$ cat src/rtl/cwu_pkg.sv
`default_nettype none

package cwu_pkg;

    localparam int SEG_W      = 16;
    localparam int THRESH_W   = 32;
    localparam int TMO_CFG_W  = 24;
    localparam int CFG_DATA_W = 32;
    localparam int CFG_IDX_W  = 2;
    localparam int OUT_WIN_W  = 32;
    localparam int OUT_TMO_W  = 24;
    localparam int SQ_W       = 2 * SEG_W;
    localparam int DIV_STEPS  = SQ_W;
    localparam int CNT_W      = $clog2(DIV_STEPS);

    localparam logic [SEG_W-1:0]     SEG_RESET    = 16'd1000;
    localparam logic [THRESH_W-1:0]  THRESH_RESET = 32'd64000;
    localparam logic [TMO_CFG_W-1:0] CEIL_RESET   = 24'hFF_FFFF;
    localparam int                   INIT_TMO     = 1000;

    localparam logic OP_TIMEOUT = 1'b0;
    localparam logic OP_ACK     = 1'b1;

    typedef enum logic [CFG_IDX_W-1:0] {
        REG_SEGMENT_SIZE = 2'd0,
        REG_SSTHRESH     = 2'd1,
        REG_INIT_TIMEOUT = 2'd2,
        REG_CEILING      = 2'd3
    } cfg_reg_t;

    typedef struct packed {
        logic accept;
        logic square;
        logic div_step;
        logic commit;
    } cwu_cmd_t;

    typedef struct packed {
        logic need_div;
        logic out_free;
    } cwu_status_t;

endpackage

`default_nettype wire

$ cat src/rtl/cwu_ctrl.sv
`default_nettype none

module cwu_ctrl (
    input  wire logic                clk,
    input  wire logic                rst_n,
    input  wire logic                in_valid,
    output logic                     in_ready,
    input  wire cwu_pkg::cwu_status_t status,
    output cwu_pkg::cwu_cmd_t        cmd
);
    import cwu_pkg::*;

    typedef enum logic [3:0] {
        ST_IDLE   = 4'b0001,
        ST_SQUARE = 4'b0010,
        ST_DIVIDE = 4'b0100,
        ST_DONE   = 4'b1000
    } state_t;

    state_t             state_reg;
    state_t             state_next;
    logic [CNT_W-1:0]   cnt_reg;
    logic [CNT_W-1:0]   cnt_next;

    always_comb
    begin
        state_next = state_reg;
        cnt_next   = cnt_reg;
        cmd        = '0;
        in_ready   = 1'b0;
        case (state_reg)
            ST_IDLE:
            begin
                in_ready   = 1'b1;
                cmd.accept = in_valid;
                if (in_valid)
                begin
                    state_next = status.need_div ? ST_SQUARE : ST_DONE;
                end
            end
            ST_SQUARE:
            begin
                cmd.square = 1'b1;
                cnt_next   = CNT_W'(DIV_STEPS - 1);
                state_next = ST_DIVIDE;
            end
            ST_DIVIDE:
            begin
                cmd.div_step = 1'b1;
                cnt_next     = cnt_reg - 1'b1;
                if (cnt_reg == '0)
                begin
                    state_next = ST_DONE;
                end
            end
            ST_DONE:
            begin
                cmd.commit = status.out_free;
                if (status.out_free)
                begin
                    state_next = ST_IDLE;
                end
            end
            default:
            begin
                state_next = ST_IDLE;
            end
        endcase
    end

    always_ff @(posedge clk or negedge rst_n)
    begin
        if (!rst_n)
        begin
            state_reg <= ST_IDLE;
            cnt_reg   <= '0;
        end
        else
        begin
            state_reg <= state_next;
            cnt_reg   <= cnt_next;
        end
    end

endmodule

`default_nettype wire

$ cat src/rtl/cwu_datapath.sv
`default_nettype none

module cwu_datapath #(
    parameter int WINDOW_BITS  = 32,
    parameter int TIMEOUT_BITS = 24
) (
    input  wire logic                             clk,
    input  wire logic                             rst_n,
    input  wire logic                             cfg_write,
    input  wire logic [cwu_pkg::CFG_IDX_W-1:0]    cfg_index,
    input  wire logic [cwu_pkg::CFG_DATA_W-1:0]   cfg_data,
    input  wire logic                             operation,
    input  wire logic                             new_data_acked,
    input  wire cwu_pkg::cwu_cmd_t                cmd,
    output cwu_pkg::cwu_status_t                  status,
    output logic                                  out_valid,
    input  wire logic                             out_ready,
    output logic [cwu_pkg::OUT_WIN_W-1:0]         window,
    output logic [cwu_pkg::OUT_TMO_W-1:0]         timeout_value,
    output logic                                  retransmit,
    output logic                                  restart_timer,
    output logic                                  in_avoidance
);
    import cwu_pkg::*;

    localparam int W      = WINDOW_BITS;
    localparam int T      = TIMEOUT_BITS;
    localparam int CMP_W  = (W > THRESH_W) ? W : THRESH_W;
    localparam int SUM_W  = ((W > SQ_W) ? W : SQ_W) + 1;
    localparam int TC_W   = ((T + 1) > TMO_CFG_W) ? (T + 1) : TMO_CFG_W;
    localparam int OT_W   = (T > OUT_TMO_W) ? T : OUT_TMO_W;
    localparam logic [W-1:0] WIN_MAX   = '1;
    localparam logic [T-1:0] TMO_MAX   = '1;
    localparam logic [T-1:0] TMO_RESET = (T >= 10) ? T'(INIT_TMO) : '1;

    logic [SEG_W-1:0]      seg_reg;
    logic [THRESH_W-1:0]   thresh_reg;
    logic [TMO_CFG_W-1:0]  ceil_reg;
    logic [W-1:0]          win_reg;
    logic [W-1:0]          win_next;
    logic [T-1:0]          tmo_reg;
    logic [T-1:0]          tmo_next;
    logic                  op_reg;
    logic                  fresh_reg;
    logic [SQ_W-1:0]       dvd_reg;
    logic [SQ_W-1:0]       dvd_next;
    logic [W-1:0]          rem_reg;
    logic [W-1:0]          rem_next;
    logic                  out_valid_reg;
    logic [OUT_WIN_W-1:0]  win_out_reg;
    logic [OUT_WIN_W-1:0]  win_out_next;
    logic [OUT_TMO_W-1:0]  tmo_out_reg;
    logic [OUT_TMO_W-1:0]  tmo_out_next;
    logic                  rexmit_reg;
    logic                  avoid_out_reg;

    logic                  avoid;
    logic [W:0]            rem_sh;
    logic [W:0]            rem_diff;
    logic                  fits;
    logic [SUM_W-1:0]      inc;
    logic [SUM_W-1:0]      sum;
    logic [W-1:0]          win_grow;
    logic [TC_W-1:0]       tmo_dbl;
    logic [TC_W-1:0]       tmo_ceil;
    logic [T-1:0]          tmo_sat;
    logic [CMP_W-1:0]      win_ext;
    logic [OT_W-1:0]       tmo_ext;

    assign avoid = CMP_W'(win_reg) >= CMP_W'(thresh_reg);

    assign status.need_div = (operation == OP_ACK) && new_data_acked && avoid
                             && (win_reg != '0);
    assign status.out_free = !out_valid_reg || out_ready;

    // restoring divide, one quotient bit per step; quotient shifts into dvd_reg
    always_comb
    begin
        rem_sh   = {rem_reg, dvd_reg[SQ_W-1]};
        rem_diff = rem_sh - {1'b0, win_reg};
        fits     = rem_sh >= {1'b0, win_reg};
        rem_next = fits ? rem_diff[W-1:0] : rem_sh[W-1:0];
        dvd_next = {dvd_reg[SQ_W-2:0], fits};
    end

    always_comb
    begin
        if (!avoid)
        begin
            inc = SUM_W'(seg_reg);
        end
        else if (win_reg == '0)
        begin
            inc = SUM_W'(WIN_MAX);
        end
        else
        begin
            inc = SUM_W'(dvd_reg);
        end
        sum      = SUM_W'(win_reg) + inc;
        win_grow = (sum > SUM_W'(WIN_MAX)) ? WIN_MAX : sum[W-1:0];

        tmo_dbl  = TC_W'({tmo_reg, 1'b0});
        tmo_ceil = (tmo_dbl > TC_W'(ceil_reg)) ? TC_W'(ceil_reg) : tmo_dbl;
        tmo_sat  = (tmo_ceil > TC_W'(TMO_MAX)) ? TMO_MAX : tmo_ceil[T-1:0];

        if (op_reg == OP_TIMEOUT)
        begin
            win_next = W'(seg_reg);
            tmo_next = tmo_sat;
        end
        else
        begin
            win_next = fresh_reg ? win_grow : win_reg;
            tmo_next = tmo_reg;
        end

        win_ext      = CMP_W'(win_next);
        win_out_next = (win_ext > CMP_W'({OUT_WIN_W{1'b1}})) ? '1
                                                            : win_ext[OUT_WIN_W-1:0];
        tmo_ext      = OT_W'(tmo_next);
        tmo_out_next = (tmo_ext > OT_W'({OUT_TMO_W{1'b1}})) ? '1
                                                           : tmo_ext[OUT_TMO_W-1:0];
    end

    always_ff @(posedge clk or negedge rst_n)
    begin
        if (!rst_n)
        begin
            seg_reg       <= SEG_RESET;
            thresh_reg    <= THRESH_RESET;
            ceil_reg      <= CEIL_RESET;
            win_reg       <= W'(SEG_RESET);
            tmo_reg       <= TMO_RESET;
            out_valid_reg <= 1'b0;
        end
        else
        begin
            if (cfg_write)
            begin
                case (cfg_reg_t'(cfg_index))
                    REG_SEGMENT_SIZE: seg_reg    <= cfg_data[SEG_W-1:0];
                    REG_SSTHRESH:     seg_reg    <= seg_reg;
                    REG_INIT_TIMEOUT: seg_reg    <= seg_reg; // reset value only
                    REG_CEILING:      ceil_reg   <= cfg_data[TMO_CFG_W-1:0];
                    default:          seg_reg    <= seg_reg;
                endcase
                if (cfg_reg_t'(cfg_index) == REG_SSTHRESH)
                begin
                    thresh_reg <= cfg_data[THRESH_W-1:0];
                end
            end
            if (cmd.commit)
            begin
                win_reg       <= win_next;
                tmo_reg       <= tmo_next;
                out_valid_reg <= 1'b1;
            end
            else if (out_ready)
            begin
                out_valid_reg <= 1'b0;
            end
        end
    end

    always_ff @(posedge clk)
    begin
        if (cmd.accept)
        begin
            op_reg    <= operation;
            fresh_reg <= new_data_acked;
        end
        if (cmd.square)
        begin
            dvd_reg <= SQ_W'(seg_reg) * SQ_W'(seg_reg);
            rem_reg <= '0;
        end
        else if (cmd.div_step)
        begin
            dvd_reg <= dvd_next;
            rem_reg <= rem_next;
        end
        if (cmd.commit)
        begin
            win_out_reg   <= win_out_next;
            tmo_out_reg   <= tmo_out_next;
            rexmit_reg    <= (op_reg == OP_TIMEOUT);
            avoid_out_reg <= avoid;
        end
    end

    assign out_valid     = out_valid_reg;
    assign window        = win_out_reg;
    assign timeout_value = tmo_out_reg;
    assign retransmit    = rexmit_reg;
    assign restart_timer = rexmit_reg;
    assign in_avoidance  = avoid_out_reg;

    a_commit_free: assert property (@(posedge clk) disable iff (!rst_n)
        cmd.commit |-> (!out_valid_reg || out_ready))
        else $error("result committed over an untaken item");

    a_commit_valid: assert property (@(posedge clk) disable iff (!rst_n)
        cmd.commit |=> out_valid_reg)
        else $error("committed item not presented");

    a_tmo_ceiling: assert property (@(posedge clk) disable iff (!rst_n)
        (out_valid_reg && rexmit_reg) |-> (tmo_out_reg <= ceil_reg))
        else $error("doubled timeout above ceiling");

    a_no_step_on_commit: assert property (@(posedge clk) disable iff (!rst_n)
        cmd.commit |-> !(cmd.div_step || cmd.square || cmd.accept))
        else $error("divider busy while committing");

endmodule

`default_nettype wire

$ cat src/rtl/tcp_congestion_window_update.sv
// Timeouts, duplicate ACKs, slow-start ACKs and ACKs on a zero window go from accept straight
//   to the result; other congestion-avoidance ACKs first run 1 square + 32 divide steps.
// No new item is taken until the current one is committed; avoidance ACKs also wait on the 32-step serial divider.
// A finished result waits in the output register while the next item is taken.
// Reset (async, active low) loads default registers, window = 1000 bytes,
//   timeout = 1000 (saturated to TIMEOUT_BITS), no result pending.
`default_nettype none

module tcp_congestion_window_update #(
    parameter int WINDOW_BITS  = 32,
    parameter int TIMEOUT_BITS = 24
) (
    input  wire logic                             clk,
    input  wire logic                             rst_n,
    input  wire logic                             cfg_write,
    input  wire logic [cwu_pkg::CFG_IDX_W-1:0]    cfg_index,
    input  wire logic [cwu_pkg::CFG_DATA_W-1:0]   cfg_data,
    input  wire logic                             in_valid,
    output logic                                  in_ready,
    input  wire logic                             operation,
    input  wire logic                             new_data_acked,
    output logic                                  out_valid,
    input  wire logic                             out_ready,
    output logic [cwu_pkg::OUT_WIN_W-1:0]         window,
    output logic [cwu_pkg::OUT_TMO_W-1:0]         timeout_value,
    output logic                                  retransmit,
    output logic                                  restart_timer,
    output logic                                  in_avoidance
);
    import cwu_pkg::*;

    cwu_cmd_t    cmd;
    cwu_status_t status;

    cwu_ctrl u_ctrl (
        .clk      (clk),
        .rst_n    (rst_n),
        .in_valid (in_valid),
        .in_ready (in_ready),
        .status   (status),
        .cmd      (cmd)
    );

    cwu_datapath #(
        .WINDOW_BITS  (WINDOW_BITS),
        .TIMEOUT_BITS (TIMEOUT_BITS)
    ) u_datapath (
        .clk            (clk),
        .rst_n          (rst_n),
        .cfg_write      (cfg_write),
        .cfg_index      (cfg_index),
        .cfg_data       (cfg_data),
        .operation      (operation),
        .new_data_acked (new_data_acked),
        .cmd            (cmd),
        .status         (status),
        .out_valid      (out_valid),
        .out_ready      (out_ready),
        .window         (window),
        .timeout_value  (timeout_value),
        .retransmit     (retransmit),
        .restart_timer  (restart_timer),
        .in_avoidance   (in_avoidance)
    );

endmodule

`default_nettype wire

$ cat config.mk
export PLATFORM = sky130hd
export DESIGN_NAME = tcp_congestion_window_update
export DESIGN_NICKNAME = d
export VERILOG_FILES = /design/src/rtl/cwu_pkg.sv /design/src/rtl/cwu_ctrl.sv /design/src/rtl/cwu_datapath.sv /design/src/rtl/tcp_congestion_window_update.sv
export SDC_FILE = /design/constraint.sdc
export NUM_CORES = 1
export LEC_CHECK = 0
export BUFFER_PORTS_ARGS = -buffer_cell sky130_fd_sc_hd__buf_4
export CELL_PAD_IN_SITES_DETAIL_PLACEMENT = 1
export CELL_PAD_IN_SITES_GLOBAL_PLACEMENT = 2
export CORE_MARGIN = 2
export CORE_UTILIZATION = 40
export CTS_BUF_LIST = sky130_fd_sc_hd__clkbuf_8
export DETAILED_ROUTE_END_ITERATION = 8
export PLACE_DENSITY_LB_ADDON = 0.2
export SLEW_MARGIN = 20
export SYNTH_ARGS = -nofsm -noshare
export SYNTH_HDL_FRONTEND = slang
export SYNTH_SLANG_ARGS = --single-unit
$ cat constraint.sdc
create_clock -name clk -period 7.52 [get_ports clk]
set_clock_uncertainty 0.2 [all_clocks]
set_input_delay 1.504 -clock clk [delete_from_list [all_inputs] [get_ports clk]]
set_output_delay 1.504 -clock clk [all_outputs]
set_load 0.02 [all_outputs]
==> metrics.log <==
[metrics] area of the multi-input gates: 14400 um^2
[metrics] first-pass GRT wire length: 114000 um
[metrics] Initial Utilization: 0.406
[metrics] detailed-placement wirelength estimate: 57100 um
[metrics] Critical Path Start Type: flop
[metrics] antenna viol nets, final: 0
[metrics] Slew Limit Headroom: 0.265
[metrics] Max Transition Viols Final: 0
[metrics] number of DRC violations after detailed routing: 0
[metrics] library cells used by synthesis: 91
[metrics] wire length after detailed routing: 73200 um
[metrics] fraction of final layout cells sized beyond drive strength 1: 0.172
[metrics] Pre-Repair DR Iteration Count: 6
[metrics] met2 global-route usage: 0.418
[metrics] highest-count cells in the layout ignoring fill and taps: inv_1, ha_1, nand2_1, o21ai_0, fa_1
[metrics] cell breakdown of the critical path: nand2_1, fa_1, inv_1, fa_1, inv_1, fa_1, inv_1, fa_1, inv_1, fa_1, inv_1, fa_1, ha_1, a21oi_1, nand2_1, a211oi_1, o31ai_1, a41o_1, a221oi_2, nor2b_1, or4_1, o311ai_1
[metrics] Setup CP Type: reg -> reg
[metrics] # setup viols final: 0
[metrics] RSZ-0062 raised after global routing: false
[metrics] Crit Reg-Reg Startpoint: u_datapath.seg_reg[8]
[metrics] iteration-0 DRC count of the detailed router: 891
[metrics] residual overflow from global routing: 0
[metrics] largest net degree at the start of global routing: 77
[metrics] Data arrival, critical path: 7380 ps
[metrics] clock tree from TritonCTS: built
[metrics] slew at the pin closest to its max-slew limit: 1100 ps
[metrics] async set-reset flop share out of synthesis: 0.527
[metrics] Worst-Skew Late Latency: 650 ps
[metrics] H-tree depth reported by CTS: 2
[metrics] cell types occupying the most area after synthesis: fa_1, ha_1, edfxtp_1
[metrics] antenna violations before repair: 1
[metrics] area fraction of the dominant cell type after synthesis: 0.145
[metrics] highest net fanout along the worst path: 8
[metrics] Reg clk slew, reported paths: 60 ps
[metrics] met1 routing resource usage after global routing: 0.340
[metrics] Worst Path Required: 7760 ps
[metrics] summed negative setup slack over all endpoints: 0 ps
[metrics] total CTS buffers: 49
[metrics] outcome: completed
[metrics] Post-Synthesis Net Count: 2800
[metrics] syn_area_per_cell: 9.66 um^2
[metrics] busiest layer in global routing: met2
[metrics] Port Buffers: 101
[metrics] post-synthesis sequential element count: 262
[metrics] Netlist Area Pre-Place: 22900 um^2
[metrics] share of the clock period used by the worst path: 0.950
[metrics] slowest cell on the critical path: dfstp_2
[metrics] GRT met3 Usage: 0.0254
[metrics] number of sinks handled by clock tree synthesis: 262
[metrics] Critical Path Start: u_datapath.seg_reg[8]
[metrics] total routing resource utilization after global routing: 0.248
[metrics] path category of the worst min-delay check: reg -> reg
[metrics] average via count per standard cell: 5.50
[metrics] warnings from Yosys: 0
[metrics] standard-cell rows: 87
[metrics] Min-Delay Startpoint: u_datapath.rem_reg[2]
[metrics] area of the die: 59200 um^2
[metrics] area added between synthesis and finish: 11.8%
[metrics] Post-Synthesis Cells: 2372
[metrics] peak per-stage delay on the critical path: 740 ps
[metrics] cts-stage hold buffer count: 0
[metrics] most common cell after layout, fill and taps aside: inv_1
[metrics] number of hold-slack violations in the final timing report: 0
[metrics] worst reg2reg setup slack: 370 ps
[metrics] count of nets after finishing: 2902
[metrics] die outline width: 243 um
[metrics] routability-driven placement congestion ratio: 0.902
[metrics] I/O pin cnt: 102
[metrics] Max Freq: 0.140 GHz
[metrics] register cell area after layout: 6920 um^2
[metrics] main flop type after synthesis: edfxtp_1
[metrics] CP endpoint kind: flop
[metrics] library cell used as clock root buffer: clkbuf_8
[metrics] height of the die: 243 um
[metrics] count of flip-flops with a built-in enable after synthesis: 92
[metrics] vias post-DR: 18.0k
[metrics] crit-path most repeated cell: fa_1
[metrics] number of global-route vias before repair: 19.2k
[metrics] post-synthesis sequential area ratio: 0.302
[metrics] clock period minus worst slack: 7150 ps
[metrics] total of fill cells in the finished design: 6415
[metrics] detail-routed net length per standard cell: 22.4 um
[metrics] reported max-cap violation count: 0
[metrics] post-synth top area cell: fa_1
[metrics] core area: 56500 um^2
[metrics] CTS Buffer Depth: 3
==> worst paths after layout <==
check | endpoint | cells after the start
hold / removal | u_datapath.rem_reg[2] | 2
min in group asynchronous | u_datapath.win_reg[23] | 1
hold reg to reg | u_datapath.rem_reg[2] | 2
setup reg to reg | u_datapath.dvd_reg[31] | 22
setup / recovery | u_datapath.dvd_reg[31] | 22
max in group asynchronous | u_datapath.seg_reg[11] | 3
==> stage by stage <==
step	utilization	setup WS [ps]	instances	area, um^2	hold WS [ps]
CTS	0.451	180	3257	25500	286
global placement	0.433	353	3165	24500	260
global route	0.453	12.5	3272	25600	308
floorplan	-	839	2372	22900	231
finish	0.453	374	3272	25600	283
detailed placement	0.433	271	3165	24500	274
==> cell usage after synthesis, types with 14 or more instances <==
cell and number:
inv_1 302, ha_1 221, nand2_1 202, o21ai_0 181
nor2_1 167, fa_1 166, a21oi_1 115, edfxtp_1 92
dfrtp_1 89, clkbuf_1 86, mux2_2 83, a21o_1 54
xnor2_1 53, dfstp_2 49, xor2_1 34, dfxtp_1 32
mux2i_1 27, o21a_1 27, nand4_1 22, nand3_1 21
nor3_1 21, o221a_2 19, a31oi_1 17, and2_1 16
nor2b_1 16, o211ai_1 16, o21ai_1 15, o22ai_1 15
nand2b_1 14
==> cell type report <==
| type | count | share of cell area |
|---|---|---|
| multi-input combinational | 1694 | 0.560 |
| sequential | 262 | 0.270 |
| timing repair buffer | 162 | 0.0481 |
| inverter | 305 | 0.0453 |
| tap | 756 | 0.0369 |
| clock buffer | 57 | 0.0306 |
| clock inverter | 35 | 0.00826 |
| antenna | 1 | 0.0000977 |
==> worst max-delay path: cells and delay by family, from the launching register on <==
kind	cells	cell delay, ps
simple gates	4	830
buf+inv	5	290
flops	1	740
compound gates	6	1460
fa+ha+maj	7	3400
==> repair_timing <==
item	4_1_cts	5_1_grt
resized for setup	0	6
buffers inserted	0	14
setup endpoints to repair	0	3
==> cells by family (layout without fill, tap and decap cells) <==
group	after synthesis	count (layout)	share of synthesized area
AO/OA/AOI/OAI	578	578	0.167
other	0	1	0
AND/OR/NAND/NOR	532	532	0.104
multiplexers	110	110	0.0526
buffers and inverters	416	559	0.0746
flip-flops	262	262	0.302
XOR/XNOR	87	87	0.0333
adder cells (fa/ha/maj)	387	387	0.266
==> metal layers <==
layer  vias to the layer above  part of all wire
li1                       8416                 -
met1                      9092              0.45
met2                       389              0.48
met3                       100             0.038
met4                         0             0.026
met5                         -                 0
Power is left out: the tool's default activity adds up to more than one toggle a clock period on the data nets, which glitch-free logic cannot reach.
